File: config.mk
export PLATFORM = sky130hd
export DESIGN_NAME = adaptive_two_thread_partition_top_flat
export DESIGN_NICKNAME = d
export VERILOG_FILES = /design/src/hdl/atp_pkg.sv /design/src/hdl/atp_if.sv /design/src/hdl/adaptive_two_thread_partition_top.sv /design/src/hdl/atp_update.sv /design/src/flat_wrapper.sv
export SDC_FILE = /design/constraint.sdc
export NUM_CORES = 1
export LEC_CHECK = 0
export BUFFER_PORTS_ARGS = -buffer_cell sky130_fd_sc_hd__buf_2
export CAP_MARGIN = 20
export CORE_ASPECT_RATIO = 1.75
export CORE_MARGIN = 4
export CORE_UTILIZATION = 45
export CTS_CLUSTER_SIZE = 40
export DETAILED_ROUTE_END_ITERATION = 12
export GPL_TIMING_DRIVEN = 0
export PLACE_DENSITY = 0.63
export SYNTH_ARGS = -nofsm -noshare
export SYNTH_HDL_FRONTEND = slang
export SYNTH_SLANG_ARGS = --single-unit
File: constraint.sdc
create_clock -name clk -period 20.2 [get_ports clk]
set_clock_uncertainty 0.1 [all_clocks]
set_input_delay 1.01 -clock clk [delete_from_list [all_inputs] [get_ports clk]]
set_output_delay 1.01 -clock clk [all_outputs]
set_load 0.01 [all_outputs]
File: src/hdl/atp_pkg.sv
package atp_pkg;

    localparam int unsigned THREADS    = 2;
    localparam int unsigned CNT_W      = 7;
    localparam int unsigned EVT_W      = 16;
    localparam int unsigned TICK_W     = 32;
    localparam int unsigned IVL_W      = 16;
    localparam int unsigned FUNC_W     = 3;
    localparam int unsigned CFG_IDX_W  = 2;
    localparam int unsigned CFG_DATA_W = 16;

    localparam logic [CNT_W-1:0]  OCC_MAX = 7'd127;
    localparam logic [EVT_W-1:0]  EVT_MAX = 16'hFFFF;

    localparam logic [CNT_W-1:0]  SIZE_RESET     = 7'd64;
    localparam logic [CNT_W-1:0]  STEP_RESET     = 7'd1;
    localparam logic [CNT_W-1:0]  CAP_RESET      = 7'd64;
    localparam logic [IVL_W-1:0]  INTERVAL_RESET = 16'd1024;

    typedef enum logic [FUNC_W-1:0] {
        FUNC_ALLOC   = 3'd0,
        FUNC_RELEASE = 3'd1,
        FUNC_FULLQ   = 3'd2,
        FUNC_FREEQ   = 3'd3,
        FUNC_TICK    = 3'd4,
        FUNC_CLEAR   = 3'd5
    } func_t;

    typedef enum logic [CFG_IDX_W-1:0] {
        CFG_SIZE     = 2'd0,
        CFG_STEP     = 2'd1,
        CFG_CAP      = 2'd2,
        CFG_INTERVAL = 2'd3
    } cfg_idx_t;

    typedef struct packed {
        logic [CNT_W-1:0]  size_in_use;
        logic [CNT_W-1:0]  step_size;
        logic [CNT_W-1:0]  partition_cap;
        logic [IVL_W-1:0]  adapt_interval;
    } cfg_t;

    typedef struct packed {
        logic [THREADS-1:0][CNT_W-1:0] occ;
        logic [THREADS-1:0][CNT_W-1:0] lim;
        logic [THREADS-1:0][EVT_W-1:0] evt;
        logic [TICK_W-1:0]             tick;
        logic [TICK_W-1:0]             last;
    } part_state_t;

    typedef struct packed {
        logic             is_full;
        logic [CNT_W-1:0] free_count;
        logic [CNT_W-1:0] occupied_count;
        logic [CNT_W-1:0] partition_limit;
    } result_t;

endpackage

File: src/hdl/atp_if.sv
interface atp_op_if;
    logic                         valid;
    logic                         ready;
    logic [atp_pkg::FUNC_W-1:0]   func;
    logic                         thread;

    modport source (output valid, output func, output thread, input ready);
    modport sink   (input valid, input func, input thread, output ready);
endinterface

interface atp_res_if;
    logic                         valid;
    logic                         ready;
    logic                         is_full;
    logic [atp_pkg::CNT_W-1:0]    free_count;
    logic [atp_pkg::CNT_W-1:0]    occupied_count;
    logic [atp_pkg::CNT_W-1:0]    partition_limit;

    modport source (output valid, output is_full, output free_count,
                    output occupied_count, output partition_limit, input ready);
    modport sink   (input valid, input is_full, input free_count,
                    input occupied_count, input partition_limit, output ready);
endinterface

interface atp_cfg_if;
    logic                             valid;
    logic                             ready;
    logic [atp_pkg::CFG_IDX_W-1:0]    index;
    logic [atp_pkg::CFG_DATA_W-1:0]   data;

    modport source (output valid, output index, output data, input ready);
    modport sink   (input valid, input index, input data, output ready);
endinterface

File: src/hdl/adaptive_two_thread_partition_top.sv
// An operation transaction reaches the result through the input register and then the result register.
// Throughput: one operation per cycle while the result side is ready; the partition
// state update sits in one combinational pass between the two registers.
// Reset (rst_n low, asynchronous): configuration registers return to their defaults, limits to half of
// size_in_use, occupancy, full events and tick counters to zero, pipeline emptied.
module adaptive_two_thread_partition_top (
    input  logic        clk,
    input  logic        rst_n,
    atp_op_if.sink      op,
    atp_res_if.source   res,
    atp_cfg_if.sink     cfg
);

    atp_pkg::cfg_t                 cfg_reg;
    atp_pkg::part_state_t          state_reg;
    atp_pkg::part_state_t          state_next;
    atp_pkg::result_t              res_next;
    atp_pkg::result_t              res_reg;
    logic                          res_valid_reg;
    logic                          in_valid_reg;
    logic [atp_pkg::FUNC_W-1:0]    func_reg;
    logic                          thread_reg;
    logic                          advance;

    assign advance   = in_valid_reg && (!res_valid_reg || res.ready);
    assign op.ready  = !in_valid_reg || advance;
    assign cfg.ready = 1'b1;

    atp_update u_update (
        .cfg    (cfg_reg),
        .cur    (state_reg),
        .func   (func_reg),
        .thread (thread_reg),
        .nxt    (state_next),
        .res    (res_next)
    );

    always_ff @(posedge clk or negedge rst_n)
    begin
        if (!rst_n)
        begin
            cfg_reg.size_in_use    <= atp_pkg::SIZE_RESET;
            cfg_reg.step_size      <= atp_pkg::STEP_RESET;
            cfg_reg.partition_cap  <= atp_pkg::CAP_RESET;
            cfg_reg.adapt_interval <= atp_pkg::INTERVAL_RESET;
        end
        else if (cfg.valid)
        begin
            case (atp_pkg::cfg_idx_t'(cfg.index))
                atp_pkg::CFG_SIZE:     cfg_reg.size_in_use    <= cfg.data[atp_pkg::CNT_W-1:0];
                atp_pkg::CFG_STEP:     cfg_reg.step_size      <= cfg.data[atp_pkg::CNT_W-1:0];
                atp_pkg::CFG_CAP:      cfg_reg.partition_cap  <= cfg.data[atp_pkg::CNT_W-1:0];
                atp_pkg::CFG_INTERVAL: cfg_reg.adapt_interval <= cfg.data;
                default:               cfg_reg <= cfg_reg;
            endcase
        end
    end

    always_ff @(posedge clk or negedge rst_n)
    begin
        if (!rst_n)
        begin
            state_reg.occ  <= '0;
            state_reg.lim  <= {atp_pkg::SIZE_RESET >> 1, atp_pkg::SIZE_RESET >> 1};
            state_reg.evt  <= '0;
            state_reg.tick <= '0;
            state_reg.last <= '0;
        end
        else if (advance)
        begin
            state_reg <= state_next;
        end
    end

    always_ff @(posedge clk or negedge rst_n)
    begin
        if (!rst_n)
        begin
            in_valid_reg  <= 1'b0;
            res_valid_reg <= 1'b0;
        end
        else
        begin
            if (op.ready)
            begin
                in_valid_reg <= op.valid;
            end
            if (advance)
            begin
                res_valid_reg <= 1'b1;
            end
            else if (res.ready)
            begin
                res_valid_reg <= 1'b0;
            end
        end
    end

    always_ff @(posedge clk)
    begin
        if (op.valid && op.ready)
        begin
            func_reg   <= op.func;
            thread_reg <= op.thread;
        end
        if (advance)
        begin
            res_reg <= res_next;
        end
    end

    assign res.valid           = res_valid_reg;
    assign res.is_full         = res_reg.is_full;
    assign res.free_count      = res_reg.free_count;
    assign res.occupied_count  = res_reg.occupied_count;
    assign res.partition_limit = res_reg.partition_limit;

endmodule

File: src/hdl/atp_update.sv
module atp_update (
    input  atp_pkg::cfg_t                     cfg,
    input  atp_pkg::part_state_t              cur,
    input  logic [atp_pkg::FUNC_W-1:0]        func,
    input  logic                              thread,
    output atp_pkg::part_state_t              nxt,
    output atp_pkg::result_t                  res
);

    logic [atp_pkg::CNT_W-1:0]   occ_t;
    logic [atp_pkg::CNT_W-1:0]   occ_inc;
    logic [atp_pkg::CNT_W-1:0]   occ_dec;
    logic [atp_pkg::CNT_W-1:0]   half_size;
    logic [atp_pkg::TICK_W-1:0]  base;
    logic [atp_pkg::TICK_W:0]    due_at;
    logic                        due;
    logic                        grow;
    logic                        shrink;
    logic [atp_pkg::CNT_W:0]     grown;
    logic                        fits;
    logic [atp_pkg::CNT_W:0]     occ_need;
    atp_pkg::part_state_t        rel;
    logic [atp_pkg::CNT_W-1:0]   occ_o;
    logic [atp_pkg::CNT_W-1:0]   lim_o;

    assign occ_t     = cur.occ[thread];
    assign occ_inc   = (occ_t < atp_pkg::OCC_MAX) ? occ_t + 7'd1 : occ_t;
    assign occ_dec   = (occ_t != '0) ? occ_t - 7'd1 : occ_t;
    assign half_size = {1'b0, cfg.size_in_use[atp_pkg::CNT_W-1:1]};

    // release path with adaptation check
    assign base   = (cur.last == '0) ? cur.tick : cur.last;
    assign due_at = {1'b0, base} + {{(atp_pkg::TICK_W-atp_pkg::IVL_W+1){1'b0}},
                                    cfg.adapt_interval};
    assign due    = {1'b0, cur.tick} >= due_at;
    assign grow   = cur.evt[1] > cur.evt[0];
    assign shrink = ~grow;

    always_comb
    begin
        rel = cur;
        rel.occ[thread] = occ_dec;
        rel.last = base;
        grown    = {1'b0, cur.lim[grow]} + {1'b0, cfg.step_size};
        occ_need = {1'b0, rel.occ[shrink]} + {1'b0, cfg.step_size};
        fits     = (grown < {1'b0, cfg.partition_cap})
                && (cur.lim[shrink] >= cfg.step_size)
                && (occ_need <= {1'b0, cur.lim[shrink]});
        if (due)
        begin
            rel.last = cur.tick;
            if (cur.evt[0] != cur.evt[1])
            begin
                rel.evt[0] = '0;
                rel.evt[1] = '0;
                if (fits)
                begin
                    rel.lim[shrink] = cur.lim[shrink] - cfg.step_size;
                    rel.lim[grow]   = grown[atp_pkg::CNT_W-1:0];
                end
            end
        end
    end

    always_comb
    begin
        nxt = cur;
        case (atp_pkg::func_t'(func))
            atp_pkg::FUNC_ALLOC:
            begin
                nxt.occ[thread] = occ_inc;
                if (occ_inc == cur.lim[thread] && cur.evt[thread] != atp_pkg::EVT_MAX)
                begin
                    nxt.evt[thread] = cur.evt[thread] + 16'd1;
                end
            end
            atp_pkg::FUNC_RELEASE:
            begin
                nxt = rel;
            end
            atp_pkg::FUNC_FULLQ,
            atp_pkg::FUNC_FREEQ:
            begin
                if (occ_t >= cur.lim[thread] && cur.evt[thread] != atp_pkg::EVT_MAX)
                begin
                    nxt.evt[thread] = cur.evt[thread] + 16'd1;
                end
            end
            atp_pkg::FUNC_TICK:
            begin
                nxt.tick = cur.tick + 32'd1;
            end
            atp_pkg::FUNC_CLEAR:
            begin
                nxt.occ  = '0;
                nxt.lim  = {half_size, half_size};
                nxt.evt  = '0;
                nxt.last = '0;
            end
            default:
            begin
                nxt = cur;
            end
        endcase
    end

    assign occ_o = nxt.occ[thread];
    assign lim_o = nxt.lim[thread];

    always_comb
    begin
        res.is_full         = occ_o >= lim_o;
        res.free_count      = (lim_o > occ_o) ? lim_o - occ_o : '0;
        res.occupied_count  = occ_o;
        res.partition_limit = lim_o;
    end

endmodule

File: src/flat_wrapper.sv
// flat-port wrapper written by rule: the top's interface ports become plain ports
module adaptive_two_thread_partition_top_flat 
  (clk, rst_n, op_valid, op_func, op_thread, op_ready, res_valid, res_is_full, res_free_count, res_occupied_count, res_partition_limit, res_ready, cfg_valid, cfg_index, cfg_data, cfg_ready);
  atp_op_if op_i ();
  atp_res_if res_i ();
  atp_cfg_if cfg_i ();
  input  logic clk;
  input  logic rst_n;
  input wire logic [$bits(op_i.valid)-1:0] op_valid;
  input wire logic [$bits(op_i.func)-1:0] op_func;
  input wire logic [$bits(op_i.thread)-1:0] op_thread;
  output wire logic [$bits(op_i.ready)-1:0] op_ready;
  output wire logic [$bits(res_i.valid)-1:0] res_valid;
  output wire logic [$bits(res_i.is_full)-1:0] res_is_full;
  output wire logic [$bits(res_i.free_count)-1:0] res_free_count;
  output wire logic [$bits(res_i.occupied_count)-1:0] res_occupied_count;
  output wire logic [$bits(res_i.partition_limit)-1:0] res_partition_limit;
  input wire logic [$bits(res_i.ready)-1:0] res_ready;
  input wire logic [$bits(cfg_i.valid)-1:0] cfg_valid;
  input wire logic [$bits(cfg_i.index)-1:0] cfg_index;
  input wire logic [$bits(cfg_i.data)-1:0] cfg_data;
  output wire logic [$bits(cfg_i.ready)-1:0] cfg_ready;
  assign op_i.valid = op_valid;
  assign op_i.func = op_func;
  assign op_i.thread = op_thread;
  assign op_ready = op_i.ready;
  assign res_valid = res_i.valid;
  assign res_is_full = res_i.is_full;
  assign res_free_count = res_i.free_count;
  assign res_occupied_count = res_i.occupied_count;
  assign res_partition_limit = res_i.partition_limit;
  assign res_i.ready = res_ready;
  assign cfg_i.valid = cfg_valid;
  assign cfg_i.index = cfg_index;
  assign cfg_i.data = cfg_data;
  assign cfg_ready = cfg_i.ready;
  adaptive_two_thread_partition_top u_core (.clk(clk), .rst_n(rst_n), .op(op_i), .res(res_i), .cfg(cfg_i));
endmodule
* Yosys cells after proc, flatten, opt, wreduce, memory -nomap -nowiden
Index checks and enable logic that the tools add are counted.
** Storage, ports and cells
- Bits in registers :: 189
- Input bits :: 27
- Output and inout bits :: 25
- Logic and storage cells :: 132
** Cells by class
- Add/subtract/negate cells :: 9
- Order comparisons :: 15
- Eq/ne operators :: 15
- Multiplexer cells :: 44
- Bitwise logic cells :: 1
- Reductions and logical operators :: 28
** Operator list (count)
- two-way mux 7 bit :: 19
- two-way mux 32 bit :: 4
- one-hot mux 32 bit (4 select lines) :: 1
- two-way mux 46 bit :: 2
- one-hot mux 32 bit (2 select lines) :: 1
- bitwise mux 14 bit :: 4
- two-way mux 16 bit :: 3
- one-hot mux 14 bit (3 select lines) :: 1
- adder 32 x 16 -> 33 bit :: 1
- >= comparator 32 x 33 -> 1 bit :: 1
- adder 32 x 1 -> 32 bit, second input constant :: 1
- bitwise mux 32 bit :: 1
- logical NOT 32 bit :: 1
- one-hot mux 14 bit (2 select lines) :: 1
- demux 7 bit (select 1 bit) :: 3
- >= comparator 7 bit :: 3
- adder 16 x 1 -> 16 bit, second input constant :: 1
- adder 7 x 7 -> 8 bit :: 2
- demux 16 bit (select 1 bit) :: 1
- greater-than comparator 16 bit :: 1
- inequality test 16 bit :: 1
- inequality test 16 bit, second input constant :: 1
- two-way mux 14 bit :: 1
- subtractor 7 bit :: 2
- other kinds (28) :: 55

* Longest topological paths before layout
Gate-level depths: netlist of the first run.
- Depth in word-level cells :: 17
- Depth in mapped cells :: 44
- Mapped depth without buffers :: 38

* By module
Synthesis of the first run repeated with hierarchy kept, for this count alone.
** Second synthesis, totals
- Cell total of the unflattened synthesis :: 1683
- Area total of the unflattened synthesis :: 16024.1 sq um
** By module, submodules not included
- atp_update :: times used 1, cells an instance 1306, area an instance 8936.1 sq um, seq. area each 0.0 sq um
- adaptive_two_thread_partition_top :: times used 1, cells an instance 377, area an instance 7088.0 sq um, seq. area each 4867.2 sq um

* Worst setup path after synthesis of the first run
OpenSTA, ideal clock, no wires.
- Kind :: reg-to-reg
- From :: register u_core.state_reg[18] (netlist name)
- To :: register u_core.res_reg (netlist bit u_core.res.free_count[3]), data pin
- Library setup time :: 0.275 ns
- Data arrival time :: 8.487 ns
- Data required time :: 19.825 ns
- Slack :: 11.339 ns
- Stages on the path, launching flop included :: 38
- Buffers on the path :: 5
- Clock period less this slack :: 8.861 ns
- Path through :: dfrtp_1 > buf_2 > nor4_2 > nand4_2 > nor2_1 > clkbuf_1 > clkbuf_1 > clkbuf_1 > a21o_1 > ha_1 > a21o_1 > a21o_1 > a221o_1 > a31oi_1 > o21ai_0 > a221o_1 > nor2b_1 > xnor2_1 > [2 not listed] > nor4bb_1 > a21oi_1 > a31oi_1 > o31ai_1 > nor3_1 > buf_2 > o21a_1 > o221ai_1 > o211ai_1 > ha_1 > nor2b_1 > o21ai_0 > a21oi_1 > o21ai_0 > a21oi_1 > o21a_1 > o22ai_1 > nor3_1
** RTL lines
- start: declaration :: RTL line adaptive_two_thread_partition_top.sv:15 : atp_pkg::part_state_t state_reg;
- start signal: assignment :: RTL line adaptive_two_thread_partition_top.sv:71 : state_reg <= state_next;
- end signal: assignment :: RTL line adaptive_two_thread_partition_top.sv:108 : res_reg <= res_next;
- end: declaration :: RTL line adaptive_two_thread_partition_top.sv:18 : atp_pkg::result_t res_reg;

==> results of run 1 <==
logic make-up (layout without fill, tap and decap cells):
kind of cell / after synthesis / after routing / share of synthesized area, %
simple gates: 471 / 471 / 16.4
compound gates: 447 / 447 / 21.0
flops: 188 / 188 / 33.5
buf+inv: 162 / 246 / 4.72
fa+ha+maj: 122 / 122 / 10.8
mux: 117 / 117 / 8.73
xor+xnor: 79 / 79 / 4.79
other cells: 1 / 1 / 0.0260
final cells by class:
cell class                 count  area [um2]
clock inverter                14         113
buffer                        73         349
tap                          396         495
clock buffer                  18         429
timing repair buffer          52         295
fill                        3025       15900
sequential                   188        4840
multi-input combinational   1237        8910
inverter                      89         334
cells in the mapped netlist (all sizes together), types with 11 or more instances:
library cell and instances:
a211oi 13, nor4 11, buf 34, nand4 32, nand3b 12, and3 16
o31ai 17, nor3 24, a22oi 13, edfxtp 26, dfrtp 156, nand2b 15
a22o 39, a21oi 107, mux2i 45, o21ai 96, xor2 26, inv 89
xnor2 53, mux2 72, ha 117, nand3 52, nand2 138, clkbuf 39
nor2b 27, nor2 103, and2 11, a31oi 24, a21o 44
per-layer routing:
layer	track usage, %	share of wire (%)	wire length (um)
met1	26.5	34	15900
met3	3.74	3.8	1790
met5	0	0	0
met2	50.0	54	25400
met4	19.6	8.2	3850
final timing paths:
| path | endpoint | depth (start not counted) | slack (ns) |
|---|---|---|---|
| hold / removal | u_core.state_reg[73] | 1 | 0.37 |
| setup / recovery | u_core.res.free_count[4] | 36 | 7.94 |
| min in group clk | u_core.res.valid | 1 | 0.40 |
| hold reg to reg | u_core.res.valid | 1 | 0.40 |
| setup reg to reg | u_core.res.free_count[4] | 36 | 7.94 |
| max in group asynchronous | u_core.cfg_reg[10] | 2 | 18.73 |
through the flow:
| step | power (mW) | utilization [%] | worst slack, ns |
|---|---|---|---|
| global route | 2.00 | 49.9 | 7.41 |
| finish | 1.88 | 49.9 | 7.94 |
| CTS | 1.87 | 49.9 | 8.01 |
| floorplan | 1.22 | - | 11.34 |
| global placement | 1.53 | 48.0 | 8.16 |
| detailed placement | 1.54 | 48.1 | 8.06 |
report_power, final:
part,switching [mW],internal [mW],leakage (nW)
registers,0.0574,0.442,2.34
clock network,0.164,0.160,0.257
logic,0.641,0.414,4.52
==> summary.md, run 1 <==
| Metric | Value |
|---|---|
| Die Ht | 245 um |
| Critical Path Start | u_core.state_reg[2] |
| Setup TNS | 0 ns |
| WL final | ~47000 um |
| CP startpoint kind | flop |
| Pin count of the biggest net entering global routing | 97 |
| Synth warn | 0 |
| Async S/R FF share, synth | between 80% and 90% |
| #FFs+latches synth | ~190 |
| Clock Pin Slew Worst Setup and Hold Paths | 0.08 ns |
| Ys flop type | dfrtp_1 |
| First-pass GRT wire length | 73000 um |
| CP Max Fanout | 10 |
| Layout cells sized above 1 | 12.7% |
| Total gr overflow | 0 |
| Syn Inst Count | roughly 1600 |
| Status | complete, no violations |
| Syn nets | 1736 |
| Final min period | 12.26 ns |
| Most frequent cells in the layout | 156 x dfrtp_1, 138 x nand2_1, 117 x ha_1 |
| WL/cell | roughly 23 um |
| Diodes inserted | 0 |
| Synth-to-Final Area Change | 9.24% |
| Element type at the critical path end | flop |
| CP required | 20.29 ns |
| Delay-heaviest family, CP | compound AO/OA/AOI/OAI gates |
| Syn Std Cell Area | 14400 um2 |
| Core box area | approximately 32000 um2 |
| Initial Util | between 40 and 50% |
| Post-route cell area | 15800 um2 |
| Post-synth EDFFs | 26 |
| Final #Nets | 1807 |
| Cell Rows | 86 |
| TritonRoute pass-1 iters | 5 |
| Crit path kind | reg2reg |
| Largest area contributor in the netlist | dfrtp_1 |
| Initial antenna violation count | 0 |
| Die area | 35100 um2 |
| Maxcap violations | 0 |
| Max Clock Freq | 81.6 MHz |
| Netlist cell types | 90 |
| FF-to-FF Start | u_core.state_reg[2] |
| TritonCTS buffer count | 17 |
| Cts repair resizes | 0 |
| Count of final setup violators | 0 |
| CTS Hold Bufs | 0 |
| CTS Root Buffer Type | clkbuf_16 |
| # placed instances | 2035 |
| Final Slew Violations | 0 |
| Detail Placement HPWL | 36700 um |
| Area of placed instances | 15200 um2 |
| Vias | 12900 |
| Detailed router's first-iteration violation count | 836 |
| WP buf/inv | 4 |
| Fin crit share | 60.7% |
| Crit path max-delay cell type | nor4bb_1 |
| RSZ-0062 raised after global routing | false |
| Hold Crit Class | in2async |
| # H-tree levels | 4 |
| Port bufs | 50 |
| Headroom to the max-slew limit | 27.2% |
| Max clock buf depth | 2 |
| Ports | 52 |
| Global Route Usage Sum | a little over a quarter |
| Commonest non-fill, non-tap cell in the layout | dfrtp_1 |
| WHS | between 0.3 and 0.4 ns |
| Top-area cell type share of the netlist area | 27.0% |
| Post-DRT Antenna Nets | 0 |
| Final Non-Filler Cells | approximately 2100 |
| PwrDens | 119 nW/um2 |
| Clock latency on the worst-skew pair | 0.47 ns |
| Crit path DAT | 12.35 ns |
| Pleak | 7.12 nW |
| Setup bufs post-CTS | 0 |
| Vias in the first global route | approximately 13000 |
| Drt drc | 0 |
| Clk sinks | 188 |
| Max reg flops | 124 |
| Synth top area cells | dfrtp_1 27%, ha_1 10%, mux2_2 5.6% |
| Vias/cell | 6.22 |
| Worst VDD drop | 0.0647 mV |
| Delay of the slowest critical-path stage | between 0.7 and 0.8 ns |
| CTS tree | done |
| Syn avg cell area | 9.10 um2 |
| Final Hold Fails | 0 |
| Sequential share of the synthesized area | 33.5% |
| Die width | 143 um |
| Worst-margin pin slew | 1.09 ns |
| Routability cong. | roughly 0.98 |
Note: power is estimated with default switching activity, not from simulation.
==> run 2, diff against run 1 <==
==> constraint.sdc (replaced) <==
create_clock -name clk -period 12.1 [get_ports clk]
set_clock_uncertainty 0.1 [all_clocks]
set_input_delay 0.605 -clock clk [delete_from_list [all_inputs] [get_ports clk]]
set_output_delay 0.605 -clock clk [all_outputs]
set_load 0.01 [all_outputs]
==> summary.md, run 2 (synthesis results as in run 1) <==
| Metric | Value |
|---|---|
| Total gr overflow | 0 (unchanged) |
| WHS | 0.218 ns (-0.156 ns) |
| Vias/cell | 6.24 (+0.34%) |
| Drt drc | 0 (unchanged) |
| CTS tree | done |
| Global Route Usage Sum | 26.9% (unchanged) |
| Critical Path Start | u_core.state_reg[2] |
| Delay of the slowest critical-path stage | 0.55 ns (-0.17 ns) |
| Worst-margin pin slew | 1.10 ns (+0.00883 ns) |
| Vias | 12900 (+0.39%) |
| Crit path DAT | 11.54 ns (-0.81 ns) |
| Die width | 143 um (unchanged) |
| Post-DRT Antenna Nets | 0 (unchanged) |
| Total chip power | 3.14 mW (+67%) |
| Hold Crit Class | in2reg |
| Setup TNS | 0 ns (unchanged) |
| Routability cong. | 0.981 (unchanged) |
| Headroom to the max-slew limit | 26.6% (-0.59 points) |
| WL/cell | 22.7 um (-0.13%) |
| Commonest non-fill, non-tap cell in the layout | dfrtp_1 |
| Worst VDD drop | 0.108 mV (+68%) |
| CTS Root Buffer Type | clkbuf_16 |
| Maxcap violations | 0 (unchanged) |
| Synth-to-Final Area Change | 9.40% |
| First-pass GRT wire length | 73000 um (unchanged) |
| # H-tree levels | 4 (unchanged) |
| Register area | 4840 um2 (unchanged) |
| Initial Util | 45.6% (unchanged) |
| Vias in the first global route | 13200 (unchanged) |
| Detailed router's first-iteration violation count | 843 (+0.84%) |
| Fin crit share | 94.6% (+34 points) |
| Initial antenna violation count | 0 (unchanged) |
| Setup bufs post-CTS | 0 (unchanged) |
| Crit path max-delay cell type | nor4bb_2 |
| Diodes inserted | 0 (unchanged) |
| Final #Nets | 1808 (+0.055%) |
| PwrDens | 199 nW/um2 (+67%) |
| Port bufs | 50 (unchanged) |
| Status | complete, no violations |
| WL final | 46900 um (about the same) |
| FF-to-FF Start | u_core.state_reg[2] |
| Pleak | 7.14 nW (+0.15%) |
| Final Hold Fails | 0 (unchanged) |
| Final Slew Violations | 0 (unchanged) |
| CP startpoint kind | flop |
| Crit path kind | reg2reg |
| Ports | 52 (unchanged) |
| TritonCTS buffer count | 17 (unchanged) |
| Core box area | 31600 um2 (unchanged) |
| Pin count of the biggest net entering global routing | 97 (unchanged) |
| Final min period | 11.45 ns (-0.805 ns) |
| Count of final setup violators | 0 (unchanged) |
| Cell Rows | 86 (unchanged) |
| Clock Pin Slew Worst Setup and Hold Paths | 0.09 ns (about the same) |
| Die area | 35100 um2 (unchanged) |
| HP Start | op_func[1] |
| CP required | 12.19 ns (-8.10 ns) |
| Post-layout util | 49.9% (+0.075 points) |
| Element type at the critical path end | flop |
| Max reg flops | 124 (unchanged) |
| Multi-input gate area | 8930 um2 (+0.13%) |
| Worst slack, placed | -0.0370 ns (-8.10 ns) |
| FILL cells | 3021 (-0.13%) |
| Clock latency on the worst-skew pair | 0.47 ns (about the same) |
| Max Clock Freq | 87.3 MHz (+7.0%) |
| Setup ws final | 0.650 ns (-7.29 ns) |
| Layout cells sized above 1 | 12.9% (+0.23 points) |
| Max clock buf depth | 2 (unchanged) |
| Most frequent cells in the layout | 156 x dfrtp_1, 138 x nand2_1, 117 x ha_1 |
| RSZ-0062 raised after global routing | false |
| Die Ht | 245 um (unchanged) |
| Detail Placement HPWL | 36700 um (unchanged) |
| CP Max Fanout | 10 (unchanged) |
| Clk sinks | 188 (unchanged) |
| TritonRoute pass-1 iters | 5 (unchanged) |
[run 2: changes by cell type in the layout (fill, tap and decap cells not counted)]
cell | previous run | this run
dlygate4sd3_1 | 0 | 1
clkbuf_1 | 39 | 37
nor4bb_2 | 0 | 1
nor3_1 | 22 | 21
clkbuf_2 | 1 | 3
nor3_2 | 2 | 3
nor4bb_1 | 1 | 0
[run 2: metrics by stage]
stage | std cells | cell area, um2
3_5_place_dp | 2035 | 15200
2_1_floorplan | 1587 | 14400
3_3_place_gp | 2033 | 15200
6_report | 2068 | 15800
5_1_grt | 2068 | 15800
4_1_cts | 2068 | 15800
[run 2: worst max-delay path, delay by kind of cell (launching register included)]
family | cells | cell delay (ns)
flip-flops | 1 | 0.40
XOR/XNOR | 1 | 0.15
AO/OA/AOI/OAI | 19 | 4.82
adder cells (fa/ha/maj) | 3 | 0.98
AND/OR/NAND/NOR | 9 | 3.15
buffers and inverters | 4 | 1.55
[run 2: routing by layer]
| layer | track usage (%) | routed length [um] | vias to the layer above |
|---|---|---|---|
| met1 | 26.5 | 16100 | 6308 |
| met5 | 0 | 0 | - |
| met3 | 3.74 | 1630 | 201 |
| met2 | 50.0 | 25300 | 415 |
| met4 | 19.6 | 3870 | 0 |
| li1 | - | - | 5985 |
[run 2: power breakdown]
group          switching, mW  internal [mW]
Sequential            0.0959          0.737
Clock                  0.274          0.267
Combinational           1.07          0.693
Total                   1.44           1.70
[run 2: worst paths after layout]
kind,to,slack (ns),cells after the start
worst max-delay path,u_core.res.free_count[4],0.65,36
worst min-delay path,u_core.func_reg[1],0.22,1
worst max register to register,u_core.res.free_count[4],0.65,36
worst min register to register,u_core.res.valid,0.40,1
max in group asynchronous,u_core.cfg_reg[10],10.43,3
min in group asynchronous,u_core.state_reg[73],0.57,2
[run 2: final cells by class]
type / instances / area share [%]
sequential: 188 / 30.7
inverter: 89 / 2.11
clock inverter: 14 / 0.713
buffer: 73 / 2.23
timing repair buffer: 53 / 1.93
multi-input combinational: 1237 / 56.5
clock buffer: 18 / 2.72
tap: 396 / 3.14
[run 2: timing repair]
| item | 4_1_cts | 5_1_grt |
|---|---|---|
| gates resized for setup | 1 | 5 |
| hold buffers | 1 | 0 |
| hold endpoints to repair | 2 | 0 |
| setup endpoints to repair | 7 | 8 |
